$ cat src/sv/fwjs_pkg.sv
// fwjs_pkg: shared types and constants for the fifo window job scheduler
// no dependencies; imported by fwjs_regs, fifo_window_job_scheduler and its testbench
package fwjs_pkg;

  localparam int unsigned ACTION_W = 2;
  localparam int unsigned IN_DAY_W = 16;
  localparam int unsigned OUT_DAY_W = 16;
  localparam int unsigned ID_W = 11;
  localparam int unsigned APB_DATA_W = 32;
  localparam int unsigned APB_ADDR_W = 3;

  typedef enum logic [ACTION_W-1:0] {
    ACT_LOAD  = 2'd0,
    ACT_TICK  = 2'd1,
    ACT_CLEAR = 2'd2,
    ACT_NONE  = 2'd3
  } action_e;

  localparam logic [APB_ADDR_W-3:0] REG_DAY_LIMIT = 1'b0;

  typedef enum logic [4:0] {
    S_IDLE  = 5'b00001,
    S_INC   = 5'b00010,
    S_CHK   = 5'b00100,
    S_ADMIT = 5'b01000,
    S_DROP  = 5'b10000
  } state_e;

endpackage

$ cat src/sv/fwjs_regs.sv
// fwjs_regs: apb configuration register block holding the day limit
// depends on fwjs_pkg
module fwjs_regs #(
  parameter int unsigned DAY_BITS = 16
) (
  input  logic                                clk_i,
  input  logic                                rst_ni,
  input  logic                                psel,
  input  logic                                penable,
  input  logic                                pwrite,
  input  logic [fwjs_pkg::APB_ADDR_W-1:0]     paddr,
  input  logic [fwjs_pkg::APB_DATA_W-1:0]     pwdata,
  output logic [fwjs_pkg::APB_DATA_W-1:0]     prdata,
  output logic                                pready,
  output logic [DAY_BITS-1:0]                 day_limit_o
);
  import fwjs_pkg::*;

  logic [DAY_BITS-1:0] day_limit_q, day_limit_d;
  logic [31:0]         wdata_ext;
  logic [31:0]         rdata_ext;
  logic                sel_limit;

  assign pready    = 1'b1;
  assign sel_limit = (paddr[APB_ADDR_W-1:2] == REG_DAY_LIMIT);
  assign wdata_ext = {16'b0, pwdata[15:0]};
  assign rdata_ext = 32'(day_limit_q);

  always_comb begin
    day_limit_d = day_limit_q;
    if (psel && penable && pwrite && sel_limit) begin
      day_limit_d = wdata_ext[DAY_BITS-1:0];
    end
  end

  always_ff @(posedge clk_i or negedge rst_ni) begin
    if (!rst_ni) begin
      day_limit_q <= DAY_BITS'(32'h0000_FFFF);
    end else begin
      day_limit_q <= day_limit_d;
    end
  end

  assign prdata      = sel_limit ? APB_DATA_W'(rdata_ext) : '0;
  assign day_limit_o = day_limit_q;

endmodule

$ cat config.mk
export PLATFORM = sky130hd
export DESIGN_NAME = fwjs_regs
export DESIGN_NICKNAME = d
export VERILOG_FILES = /design/src/sv/fwjs_pkg.sv /design/src/sv/fwjs_regs.sv
export SDC_FILE = /design/constraint.sdc
export NUM_CORES = 1
export LEC_CHECK = 0
export BUFFER_PORTS_ARGS = -buffer_cell sky130_fd_sc_hd__buf_2
export CAP_MARGIN = 20
export CORE_AREA = 2 2 51 53
export CTS_BUF_LIST = sky130_fd_sc_hd__clkbuf_4 sky130_fd_sc_hd__clkbuf_8
export CTS_CLUSTER_DIAMETER = 200
export DETAILED_ROUTE_END_ITERATION = 16
export DIE_AREA = 0 0 53 55
export GPL_TIMING_DRIVEN = 1
export PLACE_DENSITY = 0.87
export SYNTH_ARGS = -nofsm -noshare
export SYNTH_HDL_FRONTEND = slang
export SYNTH_SLANG_ARGS = --single-unit
$ cat constraint.sdc
create_clock -name clk_i -period 2.6 [get_ports clk_i]
set_clock_uncertainty 0.2 [all_clocks]
set_input_delay 0.39 -clock clk_i [delete_from_list [all_inputs] [get_ports clk_i]]
set_output_delay 0.39 -clock clk_i [all_outputs]
set_load 0.05 [all_outputs]
======== Yosys cells after proc, flatten, opt, wreduce, memory -nomap -nowiden ========
Cells that the tools add are included.
cells by class
  multiplexer cells ....................... 1
  bitwise operators ....................... 1
  reduce and logical (&&, ||, !) cells .... 3
operator list
  operator            count
  16-bit two-way mux  1
  1-bit logical AND   3
  1-bit inverter      1
word-level totals
  register bits ........................... 16
  bits of input ports ..................... 40
  output and inout port bits .............. 49
  word-level logic and storage cells ...... 6

======== Longest topological paths before layout ========
  word-level depth ........................ 3
  mapped depth ............................ 3
  mapped depth without buffers ............ 2

======== Worst setup path after synthesis ========
Ideal clock, no wire load.
  path kind ............................... register -> output
  from .................................... register day_limit_q[4] (netlist: day_limit_o[4])
  to ...................................... output port prdata[4] in the netlist's numbering
  arrival time ............................ 1.445 ns
  required time ........................... 2.010 ns
  path slack .............................. 0.565 ns
  cell stages (with the launch flop) ...... 2
  cell sequence ........................... dfstp_2 > nor2b_1
on the way
  longest elaborated chain between the ends .. 1
RTL lines
  what                    RTL line         text
  start, declared         fwjs_regs.sv:19  logic [DAY_BITS-1:0] day_limit_q, day_limit_d;
  start signal, assigned  fwjs_regs.sv:38  day_limit_q <= DAY_BITS'(32'h0000_FFFF);
  start signal, assigned  fwjs_regs.sv:40  day_limit_q <= day_limit_d;
  16-bit two-way mux      fwjs_regs.sv:44  assign prdata = sel_limit ? APB_DATA_W'(rdata_ext) : '0;
  end, declared           fwjs_regs.sv:13  output logic [fwjs_pkg::APB_DATA_W-1:0] prdata,
No other way between the ends.

======== Worst setup path after layout ========
  from .................................... register day_limit_q[5] (netlist: day_limit_o[5])
  to ...................................... output port prdata[5] in the netlist's numbering
The elaborated chain is that of the path after synthesis.

==> results.py <==
metrics = {
    "setup_path": {
        "critPathMaxFanout": 3,
        "end_kind": "output pin",
        "reg2reg_depth": 1,
        "start_kind": "register",
        "criticalPathCategory": "reg -> out",
        "critPathRequiredTime_ns": 2.01,
        "arrival_ns": 1.23,
    },
    "floorplan": {
        "core_region_area_um2": 2360,
        "rows": 18,
        "initial_utilization_pct": 38.9,
        "die_h_um": 55,
        "io_pins": 89,
        "die_area_um2": 2920,
        "dieWidth_um": 53,
    },
    "sta": {
        "fin_ws_ns": 0.779,
        "tns_ns": 0,
        "setup_viol": 0,
        "period_share_pct": 70.0,
        "rsz0062_at_grt": "false",
        "final_max_slew_viol_count": 0,
        "hold_violations": 0,
        "maxClockFrequency_ghz": 0.549,
        "period_minus_slack_ns": 1.82,
    },
    "routing": {
        "vias_per_cell": 4.14,
        "wl_per_cell_um": 11.5,
        "dr.pass1.iters": 2,
        "post-route-drc-count": 0,
        "drtIter0Drc": 2,
        "num_vias": 633,
        "routed_wl_um": 1770,
        "ant_nets": 0,
    },
    "placed_design": {
        "portBuffers": 53,
        "placed_cell_area_um2": 1140,
        "place_ws_ns": 0.834,
        "hpwl_um": 1410,
        "gp_congestion": 0.638,
    },
    "synthesis": {
        "yosys.area.top_type": "dfstp_2",
        "synth_most_common_cell": "buf_4",
        "synth_cell_types": 10,
        "synthTopCellsByCount": "buf_4, dfstp_2, mux2_4, nor2b_1",
        "synth_edf_count": 0,
        "synth-seq-cells": 16,
        "synth_area_um2": 920,
        "synth_top_area_share_pct": 45.7,
        "ys_async_sr_fraction_pct": 100,
        "ys.warnings.count": 0,
        "ys_top_cells_by_area": "dfstp_2, mux2_4, buf_4",
        "synthCells": 70,
        "synth-main-ff-cell": "dfstp_2",
        "ys_seq_area_share_pct": 45.7,
        "avgSynthCellArea_um2": 13.1,
    },
    "final_layout": {
        "nNetsFinal": 164,
        "fillCellCount": 216,
        "drive_above_1_share_pct": 73.2,
        "syn2layout_area_growth_pct": 27.5,
        "largest_reg_flops": 16,
        "final_area_um2": 1170,
        "insertedDiodeCount": 0,
    },
    "clock_network": {
        "htree_levels": 1,
        "clk_latency_ns": 0.28,
        "post_cts_buffers": 0,
        "cts.sinks": 16,
        "cts_hold_buf": 0,
        "cts_root_buffer": "clkbuf_4",
        "clk_pin_slew_ns": 0.09,
        "cts_tree": "done",
        "cts_made_buffers": 3,
        "clock_path_buffers": 2,
        "ctsResizeCount": 0,
    },
    "global_route": {
        "grt_pass1_vias": 581,
        "grt_pass1_wl_um": 2760,
        "grtUsageTotal_pct": 13.6,
        "antenna_found_initial": 0,
        "grt_max_degree": 18,
        "grt_remaining_overflow": 0,
    },
    "pwr": {
        "leakagePower_nw": 0.663,
        "irDropWorstVdd_v": 0.000550,
        "powerDensity_nw_per_um2": 971,
    },
    "outcome": {
        "outcome": "completed",
    },
    "min_path": {
        "hp-class": "in -> async",
    },
    "flow_run": {
        "drv_cap": 0,
    },
}
[critical path: stages, from the launching register on]
cell and delay, ns:
dfstp_2 0.56, nor2b_1 0.13, buf_2 0.27
[cell type report]
type	instances	area (um2)	area share [%]
Sequential cell	16	420	35.9
Tap cell	30	37.5	3.20
Timing Repair Buffer	53	265	22.6
Multi-Input combinational cell	50	413	35.2
Clock buffer	4	36.3	3.09
[path summary, 6_finish.rpt]
kind | startpoint | to | slack [ns]
setup / recovery | day_limit_o[5]$_DFFE_PN1P_ | prdata[5] | 0.78
hold / removal | rst_ni | day_limit_o[6]$_DFFE_PN1P_ | 0.06
setup reg to reg | day_limit_o[5]$_DFFE_PN1P_ | day_limit_o[5]$_DFFE_PN1P_ | 1.65
hold reg to reg | day_limit_o[2]$_DFFE_PN1P_ | day_limit_o[2]$_DFFE_PN1P_ | 0.43
max in group asynchronous | rst_ni | day_limit_o[13]$_DFFE_PN1P_ | 2.11
min in group clk_i | pwdata[8] | day_limit_o[8]$_DFFE_PN1P_ | 0.13
[metal layers]
metal,vias up,part of all wire [%],global-route usage (%)
li1,298,-,-
met5,-,0,0
met2,50,48,22.1
met1,283,40,16.6
met4,0,1.1,7.69
met3,2,11,3.23
[where the power goes]
| part | switching, W | internal (W) |
|---|---|---|
| Sequential | 0.0000388 | 0.000345 |
| Clock | 0.0000748 | 0.0000852 |
| Combinational | 0.000443 | 0.000152 |
| Total | 0.000557 | 0.000582 |
[cells by family (layout without fill, tap and decap cells)]
| kind of cell | Yosys count | in the layout | synth area share (%) |
|---|---|---|---|
| flip-flops | 16 | 16 | 45.7 |
| AND/OR/NAND/NOR | 17 | 17 | 14.3 |
| buffers and inverters | 19 | 57 | 15.5 |
| other | 2 | 17 | 0.817 |
| multiplexers | 16 | 16 | 23.7 |
[through the flow]
stage	hold slack, ns	utilization (%)	total power (W)	cells
2_1_floorplan	0.0422	-	0.000888	85
3_3_place_gp	0.381	48.0	0.000971	149
3_5_place_dp	0.395	48.0	0.000986	149
4_1_cts	0.0740	49.6	0.00115	153
5_1_grt	0.0983	49.6	0.00120	153
6_report	0.0583	49.6	0.00114	153
[cells in the final DEF (no fill, tap or decap), drive strengths merged]
cell and n:
mux2 16, nand4b 1, dfstp 16, buf 53
conb 17, nor2b 10, clkbuf 4, and2b 6
(Power assumes the default switching activity.)
